<file path="src/design/sle_pkg.sv">
`default_nettype none

package sle_pkg;

	localparam int CAPACITY = 16;
	localparam int VW       = 32;
	localparam int AW       = $clog2(CAPACITY);
	localparam int CW       = $clog2(CAPACITY + 1);

	typedef logic signed [VW-1:0] value_t;
	typedef logic [AW-1:0]        addr_t;
	typedef logic [CW-1:0]        count_t;

	typedef enum logic [1:0] {
		CMD_INSERT = 2'd0,
		CMD_REMOVE = 2'd1,
		CMD_READ   = 2'd2,
		CMD_SEARCH = 2'd3
	} cmd_t;

	typedef enum logic [1:0] {
		ST_OK       = 2'd0,
		ST_INVALID  = 2'd1,
		ST_FULL     = 2'd2,
		ST_NOTFOUND = 2'd3
	} status_t;

	typedef enum logic [2:0] {
		S_IDLE,
		S_INS,
		S_PLACE,
		S_FWD,
		S_SRCH,
		S_EMIT
	} state_t;

	typedef struct packed {
		cmd_t         cmd;
		value_t       value_in;
		logic [3:0]   position_in;
	} in_item_t;

	typedef struct packed {
		status_t      status;
		value_t       value_out;
		logic [3:0]   position_out;
		logic [4:0]   count;
		logic         empty_res;
	} out_item_t;

	typedef struct packed {
		logic   we;
		addr_t  waddr;
		value_t wdata;
		addr_t  raddr;
	} mem_req_t;

endpackage

`default_nettype wire

</file>
<file path="src/design/sorted_list_engine.sv">
`default_nettype none

// Channel   Direction  Handshake              Payload
// in        input      in_valid / in_ready    in_data (cmd, value_in, position_in)
// out       output     out_valid / out_ready  out_data (status, value_out, position_out,
//                                             count, empty_res)
// cfg       input      cfg_valid / cfg_ready  cfg_data (order_mode)
//
// Work runs one stored entry per cycle through the store and the one shared comparator:
// a read visits its position, a remove walks from there to the last entry, a search from
// the bottom to the match or the end, an insert over all entries then places the value;
// a refused item or a search of an empty store goes straight to its result.
// The input is ready only while the sequencer is idle.
// Reset clears the count and the order mode; the store itself is not cleared.
// A finished item waits in the output register while out_ready is low; the next item is
// taken meanwhile and held at its end until that register frees.

module sorted_list_engine (
	input  wire                 clk,
	input  wire                 arst_n,
	input  wire                 in_valid,
	output logic                in_ready,
	input  sle_pkg::in_item_t   in_data,
	output logic                out_valid,
	input  wire                 out_ready,
	output sle_pkg::out_item_t  out_data,
	input  wire                 cfg_valid,
	output logic                cfg_ready,
	input  wire                 cfg_data
);

	logic               order_q;
	logic               out_valid_q;
	sle_pkg::out_item_t out_q;
	sle_pkg::mem_req_t  mem_req;
	sle_pkg::value_t    rd_data;
	logic               res_valid;
	logic               res_ready;
	sle_pkg::out_item_t res;

	assign cfg_ready = 1'b1;
	assign res_ready = !out_valid_q || out_ready;

	sle_store u_store (
		.clk     (clk),
		.mem_req (mem_req),
		.rd_data (rd_data)
	);

	sle_seq u_seq (
		.clk        (clk),
		.arst_n     (arst_n),
		.in_valid   (in_valid),
		.in_ready   (in_ready),
		.in_data    (in_data),
		.order_mode (order_q),
		.rd_data    (rd_data),
		.mem_req    (mem_req),
		.res_valid  (res_valid),
		.res_ready  (res_ready),
		.res        (res)
	);

	always_ff @(posedge clk or negedge arst_n) begin
		if (!arst_n) begin
			order_q     <= 1'b0;
			out_valid_q <= 1'b0;
		end else begin
			if (cfg_valid) begin
				order_q <= cfg_data;
			end
			if (res_valid && res_ready) begin
				out_valid_q <= 1'b1;
			end else if (out_ready) begin
				out_valid_q <= 1'b0;
			end
		end
	end

	always_ff @(posedge clk) begin
		if (res_valid && res_ready) begin
			out_q <= res;
		end
	end

	assign out_valid = out_valid_q;
	assign out_data  = out_q;

endmodule

`default_nettype wire

</file>
<file path="src/design/sle_store.sv">
`default_nettype none

module sle_store (
	input  wire                 clk,
	input  sle_pkg::mem_req_t   mem_req,
	output sle_pkg::value_t     rd_data
);

	sle_pkg::value_t mem_q [sle_pkg::CAPACITY];

	always_ff @(posedge clk) begin
		if (mem_req.we) begin
			mem_q[mem_req.waddr] <= mem_req.wdata;
		end
		rd_data <= mem_q[mem_req.raddr];
	end

endmodule

`default_nettype wire

</file>
<file path="src/design/sle_seq.sv">
`default_nettype none

module sle_seq (
	input  wire                 clk,
	input  wire                 arst_n,
	input  wire                 in_valid,
	output logic                in_ready,
	input  sle_pkg::in_item_t   in_data,
	input  wire                 order_mode,
	input  sle_pkg::value_t     rd_data,
	output sle_pkg::mem_req_t   mem_req,
	output logic                res_valid,
	input  wire                 res_ready,
	output sle_pkg::out_item_t  res
);

	sle_pkg::state_t  state_q, state_d;
	sle_pkg::addr_t   idx_q, idx_d;
	sle_pkg::count_t  count_q, count_d;
	sle_pkg::cmd_t    cmd_q;
	sle_pkg::value_t  val_q;
	sle_pkg::addr_t   pos_q;
	sle_pkg::status_t status_q, status_d;
	sle_pkg::value_t  vout_q, vout_d;
	sle_pkg::addr_t   posout_q, posout_d;
	sle_pkg::value_t  carry_q, carry_d;
	logic             shift_q, shift_d;

	logic            lt, eq, hold;
	logic            full, empty, pos_bad, fwd_last, srch_last;
	sle_pkg::addr_t  cnt_m1;

	// The single comparator shared by insert and search.
	assign lt   = rd_data < val_q;
	assign eq   = rd_data == val_q;
	assign hold = order_mode ? !lt : (lt || eq);

	assign full      = count_q == sle_pkg::count_t'(sle_pkg::CAPACITY);
	assign empty     = count_q == '0;
	assign cnt_m1    = sle_pkg::addr_t'(count_q - sle_pkg::count_t'(1));
	assign pos_bad   = {1'b0, in_data.position_in} >= count_q;
	assign fwd_last  = (cmd_q == sle_pkg::CMD_READ) || (idx_q == cnt_m1);
	assign srch_last = idx_q == cnt_m1;

	always_comb begin
		state_d = state_q;
		case (state_q)
			sle_pkg::S_IDLE: begin
				if (in_valid) begin
					case (in_data.cmd)
						sle_pkg::CMD_INSERT: begin
							if (full) begin
								state_d = sle_pkg::S_EMIT;
							end else if (empty) begin
								state_d = sle_pkg::S_PLACE;
							end else begin
								state_d = sle_pkg::S_INS;
							end
						end
						sle_pkg::CMD_REMOVE, sle_pkg::CMD_READ: begin
							state_d = pos_bad ? sle_pkg::S_EMIT : sle_pkg::S_FWD;
						end
						default: begin
							state_d = empty ? sle_pkg::S_EMIT : sle_pkg::S_SRCH;
						end
					endcase
				end
			end
			sle_pkg::S_INS: begin
				if (idx_q == cnt_m1) begin
					state_d = sle_pkg::S_PLACE;
				end
			end
			sle_pkg::S_PLACE: begin
				state_d = sle_pkg::S_EMIT;
			end
			sle_pkg::S_FWD: begin
				if (fwd_last) begin
					state_d = sle_pkg::S_EMIT;
				end
			end
			sle_pkg::S_SRCH: begin
				if (eq || srch_last) begin
					state_d = sle_pkg::S_EMIT;
				end
			end
			sle_pkg::S_EMIT: begin
				if (res_ready) begin
					state_d = sle_pkg::S_IDLE;
				end
			end
			default: begin
				state_d = sle_pkg::S_IDLE;
			end
		endcase
	end

	always_comb begin
		in_ready      = 1'b0;
		res_valid     = 1'b0;
		mem_req.we    = 1'b0;
		mem_req.waddr = idx_q;
		mem_req.wdata = rd_data;
		mem_req.raddr = idx_q;
		idx_d         = idx_q;
		count_d       = count_q;
		status_d      = status_q;
		vout_d        = vout_q;
		posout_d      = posout_q;
		carry_d       = carry_q;
		shift_d       = shift_q;
		case (state_q)
			sle_pkg::S_IDLE: begin
				in_ready = 1'b1;
				case (in_data.cmd)
					sle_pkg::CMD_INSERT: mem_req.raddr = '0;
					sle_pkg::CMD_REMOVE, sle_pkg::CMD_READ: begin
						mem_req.raddr = in_data.position_in;
					end
					default: mem_req.raddr = '0;
				endcase
				if (in_valid) begin
					status_d = sle_pkg::ST_OK;
					vout_d   = '0;
					posout_d = '0;
					carry_d  = in_data.value_in;
					shift_d  = 1'b0;
					case (in_data.cmd)
						sle_pkg::CMD_INSERT: begin
							idx_d = '0;
							if (full) begin
								status_d = sle_pkg::ST_FULL;
							end
						end
						sle_pkg::CMD_REMOVE, sle_pkg::CMD_READ: begin
							idx_d = in_data.position_in;
							if (pos_bad) begin
								status_d = sle_pkg::ST_INVALID;
							end
						end
						default: begin
							idx_d = '0;
							if (empty) begin
								status_d = sle_pkg::ST_NOTFOUND;
							end
						end
					endcase
				end
			end
			sle_pkg::S_INS: begin
				// Walk up from the bottom; from the first entry that breaks the order on,
				// each entry is written one place higher.
				mem_req.raddr = idx_q + sle_pkg::addr_t'(1);
				mem_req.waddr = idx_q;
				mem_req.wdata = carry_q;
				if (shift_q || !hold) begin
					mem_req.we = 1'b1;
					carry_d    = rd_data;
					shift_d    = 1'b1;
				end
				idx_d = idx_q + sle_pkg::addr_t'(1);
			end
			sle_pkg::S_PLACE: begin
				mem_req.we    = 1'b1;
				mem_req.waddr = idx_q;
				mem_req.wdata = carry_q;
				count_d       = count_q + sle_pkg::count_t'(1);
			end
			sle_pkg::S_FWD: begin
				// Walk up from the position; a remove moves each later entry down by one, a read stops there.
				mem_req.raddr = idx_q + sle_pkg::addr_t'(1);
				if (idx_q == pos_q) begin
					vout_d = rd_data;
				end else begin
					mem_req.we    = 1'b1;
					mem_req.waddr = idx_q - sle_pkg::addr_t'(1);
				end
				if (fwd_last) begin
					if (cmd_q == sle_pkg::CMD_REMOVE) begin
						count_d = count_q - sle_pkg::count_t'(1);
					end
				end else begin
					idx_d = idx_q + sle_pkg::addr_t'(1);
				end
			end
			sle_pkg::S_SRCH: begin
				mem_req.raddr = idx_q + sle_pkg::addr_t'(1);
				if (eq) begin
					posout_d = idx_q;
				end else if (srch_last) begin
					status_d = sle_pkg::ST_NOTFOUND;
				end else begin
					idx_d = idx_q + sle_pkg::addr_t'(1);
				end
			end
			sle_pkg::S_EMIT: begin
				res_valid = 1'b1;
			end
			default: begin
			end
		endcase
	end

	always_ff @(posedge clk or negedge arst_n) begin
		if (!arst_n) begin
			state_q <= sle_pkg::S_IDLE;
			idx_q   <= '0;
			count_q <= '0;
		end else begin
			state_q <= state_d;
			idx_q   <= idx_d;
			count_q <= count_d;
		end
	end

	always_ff @(posedge clk) begin
		if (in_ready && in_valid) begin
			cmd_q <= in_data.cmd;
			val_q <= in_data.value_in;
			pos_q <= in_data.position_in;
		end
		status_q <= status_d;
		vout_q   <= vout_d;
		posout_q <= posout_d;
		carry_q  <= carry_d;
		shift_q  <= shift_d;
	end

	assign res.status       = status_q;
	assign res.value_out    = vout_q;
	assign res.position_out = posout_q;
	assign res.count        = count_q;
	assign res.empty_res    = empty;

endmodule

`default_nettype wire

</file>
<file path="config.mk">
export PLATFORM = sky130hd
export DESIGN_NAME = sorted_list_engine
export DESIGN_NICKNAME = d
export VERILOG_FILES = /design/src/design/sle_pkg.sv /design/src/design/sorted_list_engine.sv /design/src/design/sle_store.sv /design/src/design/sle_seq.sv
export SDC_FILE = /design/constraint.sdc
export NUM_CORES = 1
export LEC_CHECK = 0
export BUFFER_PORTS_ARGS = -buffer_cell sky130_fd_sc_hd__buf_2
export CAP_MARGIN = 30
export CORE_MARGIN = 2
export CORE_UTILIZATION = 23
export CTS_CLUSTER_SIZE = 20
export DETAILED_ROUTE_END_ITERATION = 7
export HOLD_SLACK_MARGIN = 0.06
export PLACE_DENSITY = 0.37
export SYNTH_ARGS = -nofsm -noshare
export SYNTH_HDL_FRONTEND = slang
export SYNTH_SLANG_ARGS = --single-unit
</file>
<file path="constraint.sdc">
create_clock -name clk -period 4.8 [get_ports clk]
set_input_delay 0.96 -clock clk [delete_from_list [all_inputs] [get_ports clk]]
set_output_delay 0.96 -clock clk [all_outputs]
set_load 0.01 [all_outputs]
</file>
# Word level (Yosys, flattened, before mapping)
# Memory sizes are Yosys's and may differ from the RTL's. A register that Yosys moved wholly into a read port is not among the register bits.
# Cells that the tools add are included.
[classes]
add_sub_neg = 4
order_cmp = 2
n_eq_ne = 26
n_mux = 52
n_reduce_logical = 29
[ops]
columns = ["op", "n"]
rows = [
  ["2-to-1 mux 32 bit", 5],
  ["case mux 32 bit (2 select lines)", 2],
  ["== test 32 bit", 1],
  ["< comparator 32 bit", 1],
  ["2-to-1 mux 4 bit", 7],
  ["2-to-1 mux 3 bit", 7],
  ["case mux 3 bit (6 select lines)", 1],
  ["inequality test 2 x 1 -> 1 bit, second input constant", 8],
  ["case mux 4 bit (2 select lines)", 2],
  ["case mux 4 bit (4 select lines)", 1],
  ["2-to-1 mux 5 bit", 3],
  ["case mux 5 bit (3 select lines)", 1],
  ["2-to-1 mux 1 bit", 12],
  ["2-to-1 mux 2 bit", 6],
  ["AND reduction 3 bit", 4],
  ["inequality test 2 bit, second input constant", 5],
  ["case mux 5 bit (2 select lines)", 1],
  ["AND reduction 5 bit", 2],
  ["nonzero test 2 bit", 5],
  ["== test 4 bit", 2],
  ["case mux 2 bit (2 select lines)", 2],
  ["== test 3 x 2 -> 1 bit, second input constant", 2],
  ["== test 3 bit, second input constant", 2],
  ["case mux 3 bit (2 select lines)", 1],
  ["20 further kinds", 30],
]
[word_totals]
regBits = 167
mem_bits_rw = 512
in_bits = 44
output_inout_bits = 47
mem_count = 1
[memory_table]
columns = ["memory", "words", "width", "read_ports", "rd_ports_with_merged_regs", "write_ports", "line_no", "source"]
rows = [
  ["u_store.mem_q", 16, 32, 1, 1, 1, "sle_store.sv:9", "sle_pkg::value_t mem_q [sle_pkg::CAPACITY];"],
]

# Logic depth before layout (Yosys ltp)
[logic_depth]
depth_word = 9
depth_mapped = 12
mapped_depth_nobuf = 9

# By module
# From an unflattened synthesis, not the netlist that was laid out.
[unflattened]
hier_cells = 1430
area_unflattened_um2 = 27801.7
[by_module_without_submodules]
columns = ["module", "instances", "cells_each", "area_per_inst_um2"]
rows = [
  ["sle_store", 1, 838, 19835.3],
  ["sle_seq", 1, 540, 6542.5],
  ["sorted_list_engine", 1, 52, 1423.9],
]

# Worst setup path after synthesis
# OpenSTA, ideal clock, no wires.
[synth_path]
path_kind = "input-to-reg"
start = "in out_ready"
end = "reg out_q (netlist bit out_data[0]) (enable)"
setup_time_ps = 509
t_arrival_ps = 4393
required_ps = 4291
setup_slack_ps = -103
stages = 2
path_cell_list = "nand2b_1 nor3b_1"
[synth_via]
elab_chain_len = 2
[synth_lines]
columns = ["element", "line_no", "source"]
rows = [
  ["start: declaration", "sorted_list_engine.sv:25", "input wire out_ready,"],
  ["logical OR 1 bit", "sorted_list_engine.sv:42", "assign res_ready = !out_valid_q || out_ready;"],
  ["logical AND 1 bit", "sorted_list_engine.sv:81", "if (res_valid && res_ready) begin"],
  ["end signal: assignment", "sorted_list_engine.sv:82", "out_q <= res;"],
  ["end: declaration", "sorted_list_engine.sv:34", "sle_pkg::out_item_t out_q;"],
]
# Every way passes these cells.
# A chain may end at the register's enable or synchronous reset.

# Worst setup path in the final report
[layout_path]
start = "reg u_store.rd_data[31] (read register of u_store.mem_q)"
end = "mem u_store.mem_q[13][28] (netlist bit) (enable)"
[layout_via]
elab_chain_len = 9
elab_cells_between_ends = 11
[layout_lines]
columns = ["element", "line_no", "source"]
rows = [
  ["start: declaration", "sle_store.sv:6", "output sle_pkg::value_t rd_data"],
  ["< comparator 32 bit / == test 32 bit (equally long branches)", "sle_seq.sv:34, sle_seq.sv:35", ""],
  ["logical OR 1 bit / zero test 1 bit (equally long branches)", "sle_seq.sv:36", "assign hold = order_mode ? !lt : (lt || eq);"],
  ["2-to-1 mux 1 bit (*)", "sle_seq.sv:36", ""],
  ["zero test 1 bit (*)", "sle_seq.sv:156", "if (shift_q || !hold) begin"],
  ["logical OR 1 bit (*)", "sle_seq.sv:156", ""],
  ["2-to-1 mux 1 bit (*)", "sle_seq.sv:156", ""],
  ["case mux 5 bit (3 select lines) (*)", "sle_seq.sv:112", "case (state_q)"],
  ["2-to-1 mux 1 bit (*)", "sle_store.sv:12", "if (mem_req.we) begin"],
  ["2-to-1 mux 1 bit (implied by the code) (*)", "sle_store.sv:13", "mem_q[mem_req.waddr] <= mem_req.wdata;"],
  ["end: declaration", "sle_store.sv:9", ""],
]
# Every way passes the cells marked *; elsewhere a longest branch is shown, timed or not.

==> impl_metrics.ini <==
[run_status]
status = finished clean

[pwr]
p_seq_frac = 0.354
clkPwrFrac = 0.219
switching_power_uw = 10900
p_leak_uw = 0.0130
peakVddDrop_v = 0.000667
p_sw_frac = 0.382
powerDensity_mw_per_mm2 = 819
comb_power_share = 0.427
p_int_uw = 17700

[setup_path]
ff2ff_setup_slack_ps = 650
r2r-start = u_store.rd_data[31]$_DFF_P_
critPathMaxFanout = 32
path_class = flop to flop
cp-end-kind = flop
r2r-end = u_store.mem_q[13][28]$_DFFE_PP_
start_kind = flop
endpoint = u_store.mem_q[13][28]$_DFFE_PP_
cp-startpoint = u_store.rd_data[31]$_DFF_P_
required_ps = 5090
ff2ff_path_depth = 9
cp.arrival_ps = 4440

[routing]
drtPass1Iterations = 5
wl_per_cell_um = 22.1
wl_met1_um = 38200
wl_um = 81100
topRoutingLayerUsed = met5
drtIter0Drc = 975
dr_wl_met3_um = 2980
remaining_drc_errors = 0
num_vias = 15600
met2_length_um = 38100
ant_nets = 0
viasPerCell = 4.24

[layout]
multi_input_comb_area_mm2 = 0.00793
syn_to_final_growth_pct = 18.9
diodes = 0
nNetsFinal = 2022
seq_area_mm2 = 0.0210
drive_gt1_frac = 0.171
final.fill_count = 12800

[die]
die_x_um = 362
dieArea_mm2 = 0.131
rows = 131
die_h_um = 362
core_area_mm2 = 0.127
io_pins = 91
initial_utilization = 0.231

[yosys]
synth_top_family_by_area = multiplexers
ys_seq_area_frac = 0.713
yosys.area_share.simple = 0.0427
muxShareOfSynthArea = 0.177
synth_ff_type = edfxtp_1
synthCells = 1777
synth_compound_area_frac = 0.0191
ys_types = 59
ys_warn_count = 0
synth-seq-cells = 711
syn_area_per_cell_um2 = 16.5
synth_edf_count = 665
synthAdderAreaFrac = 0.0186
async_reset_ff_frac = 0.0197
syn-num-nets = 1863
syn_area_mm2 = 0.0294
synth_xor_area_frac = 0.00625

[clock_tree]
path_clk_slew_ps = 60
cts_resized = 0
insertion_delay_ps = 660
hold_buffers = 0
cts_inserted_buffers = 86
cts_sinks = 711
cts_buffer_depth = 3
cts-root-buf = clkbuf_16
htree_levels = 3
cts_tree = done
post-cts-setup-buffer-count = 0

[sta]
fin_crit_sh = 0.865
skew_ps = 33.0
slew_violations = 0
layout_min_cycle_time_ps = 4150
setup_slack_ps = 648
worst_pin_slew_ps = 1040
whs_ps = 245
fin_setup_tns_ps = 0
slew_headroom = 0.304
rsz0062_at_grt = no
fmax_mhz = 241
finalSetupViolations = 0
hold_viol = 0

[grt]
grt_max_degree = 72
grt_pass1_wl_um = 117000
antenna_found_initial = 3
overflow = 0
grt_pass1_vias = 16200
gr-usage-all-layers = 0.123

[hold_path]
hold_path_class = input port to async pin

[placement]
place.detailed.hpwl_um = 50200
port_buffers = 89
pre_cts_ws_ps = 674
gp_congestion = 0.725

[flow_run]
maxCapViolCount = 0
-- synth_stat cells, drive strengths merged (4+ instances only) --
library cell	instances	area, um2
a211oi	6	50.1
a21o	5	37.5
a21oi	27	135
a311oi	4	52.6
and3	33	206
buf	63	422
clkbuf	20	75.1
dfrtp	14	350
dfxtp	32	641
edfxtp	665	20000
ha	42	526
inv	50	188
mux2	33	372
mux2i	482	4840
nand2	148	556
nand2b	9	56.3
nand3	8	40.0
nand4	11	83.8
nor2	15	56.3
nor3	26	135
o21ai	20	100
xnor2	11	96.3
xor2	10	87.6
-- cell usage in the layout, fill, tap and decap left out, types with 4 or more instances in the layout --
cell type  netlist  routed
bufinv_16        0       4
xnor2_1         11      11
clkinv_2         0      10
buf_12           0      13
dfxtp_1         32      32
inv_1           50      49
o21ai_0         19      17
clkbuf_16        0      87
edfxtp_1       665     665
clkinv_1         1      12
mux2_2          33      33
a21o_1           5       5
mux2i_1        481     480
nand4_1         10      10
buf_2           25      89
dfrtp_1         14      13
xor2_1          10      10
ha_1            42      42
buf_4           19      51
nor3_2           1      17
clkbuf_8         0       5
clkbuf_1        20      30
nand2_1        148     146
nor2_1          15      14
nand2b_1         9       9
and3_1          33      33
nor3_1          25       9
a21oi_1         27      27
a211oi_1         5       4
nand3_1          8       8
-- stage by stage --
step            util  area [um2]  total power [uW]  std cells
3_3_place_gp   0.253       32200             22700       3507
5_1_grt        0.275       35000             30300       3670
6_report       0.275       35000             28600       3670
3_5_place_dp   0.254       32300             22800       3510
2_1_floorplan      -       29400             18300       1777
4_1_cts        0.275       35000             29300       3670
-- sequential cells by signal, indices dropped and copies added (netlist names) --
| name | count |
|---|---|
| u_seq.carry_q | 32 |
| u_seq.pos_q | 4 |
| u_seq.cmd_q | 2 |
| u_seq.state_q | 3 |
| u_store.mem_q | 512 |
| u_seq.val_q | 32 |
| out_data | 44 |
| order_q | 1 |
| u_seq.vout_q | 32 |
| u_seq.shift_q | 1 |
| out_valid | 1 |
| u_seq.status_q | 2 |
| u_seq.idx_q | 4 |
| u_seq.count_q | 5 |
| u_seq.posout_q | 4 |
| u_store.rd_data | 32 |
-- how the worst min path moves through the flow --
stage	start	slack [ps]	cells past startpoint	to
after CTS	arst_n	210	1	u_seq.count_q[4]$_DFFE_PN0P_
final	arst_n	250	1	u_seq.count_q[4]$_DFFE_PN0P_
after global routing	arst_n	230	1	u_seq.count_q[4]$_DFFE_PN0P_
after floorplan	u_seq.vout_q[0]$_SDFFCE_PN0P_	400	0	out_data[10]$_DFFE_PP_
after global placement	u_seq.vout_q[2]$_SDFFCE_PN0P_	400	0	out_data[12]$_DFFE_PP_
after detailed placement	u_seq.vout_q[4]$_SDFFCE_PN0P_	410	0	out_data[14]$_DFFE_PP_
-- layer usage --
metal	up-vias	track usage
met3	114	0.0214
met2	276	0.199
met5	-	0
li1	7103	-
met4	2	0.0340
met1	8063	0.170
-- power groups by stage --
stage	Clock [uW]	Combinational, uW	Sequential (uW)
6_report	6270	12200	10100
2_1_floorplan	0	8200	10100
5_1_grt	6750	13300	10300
3_5_place_dp	0	12600	10300
3_3_place_gp	0	12500	10200
4_1_cts	6500	12600	10200
-- area by class of cell --
type / count / area share
sequential: 711 / 0.599
timing repair buffer: 154 / 0.0314
inverter: 51 / 0.00547
tap: 1662 / 0.0595
clock inverter: 38 / 0.0101
multi-input combinational: 932 / 0.227
clock buffer: 122 / 0.0674
-- logic make-up after synthesis --
family | Yosys count
AND/OR/NAND/NOR | 266
XOR/XNOR | 21
other | 1
buffers and inverters | 134
multiplexers | 515
AO/OA/AOI/OAI | 85
adder cells (fa/ha/maj) | 44
flip-flops | 711
-- worst max-delay path, cell delays in order, from the launching register on --
cell and delay [ps]:
dfxtp_1 400, ha_1 630, nand4_4 240, or4_4 660, nor3_1 360, nor3_1 150
o31a_2 320, mux2i_4 480, nor3_2 110, buf_4 390
Note: power is estimated with default switching activity, not from simulation.
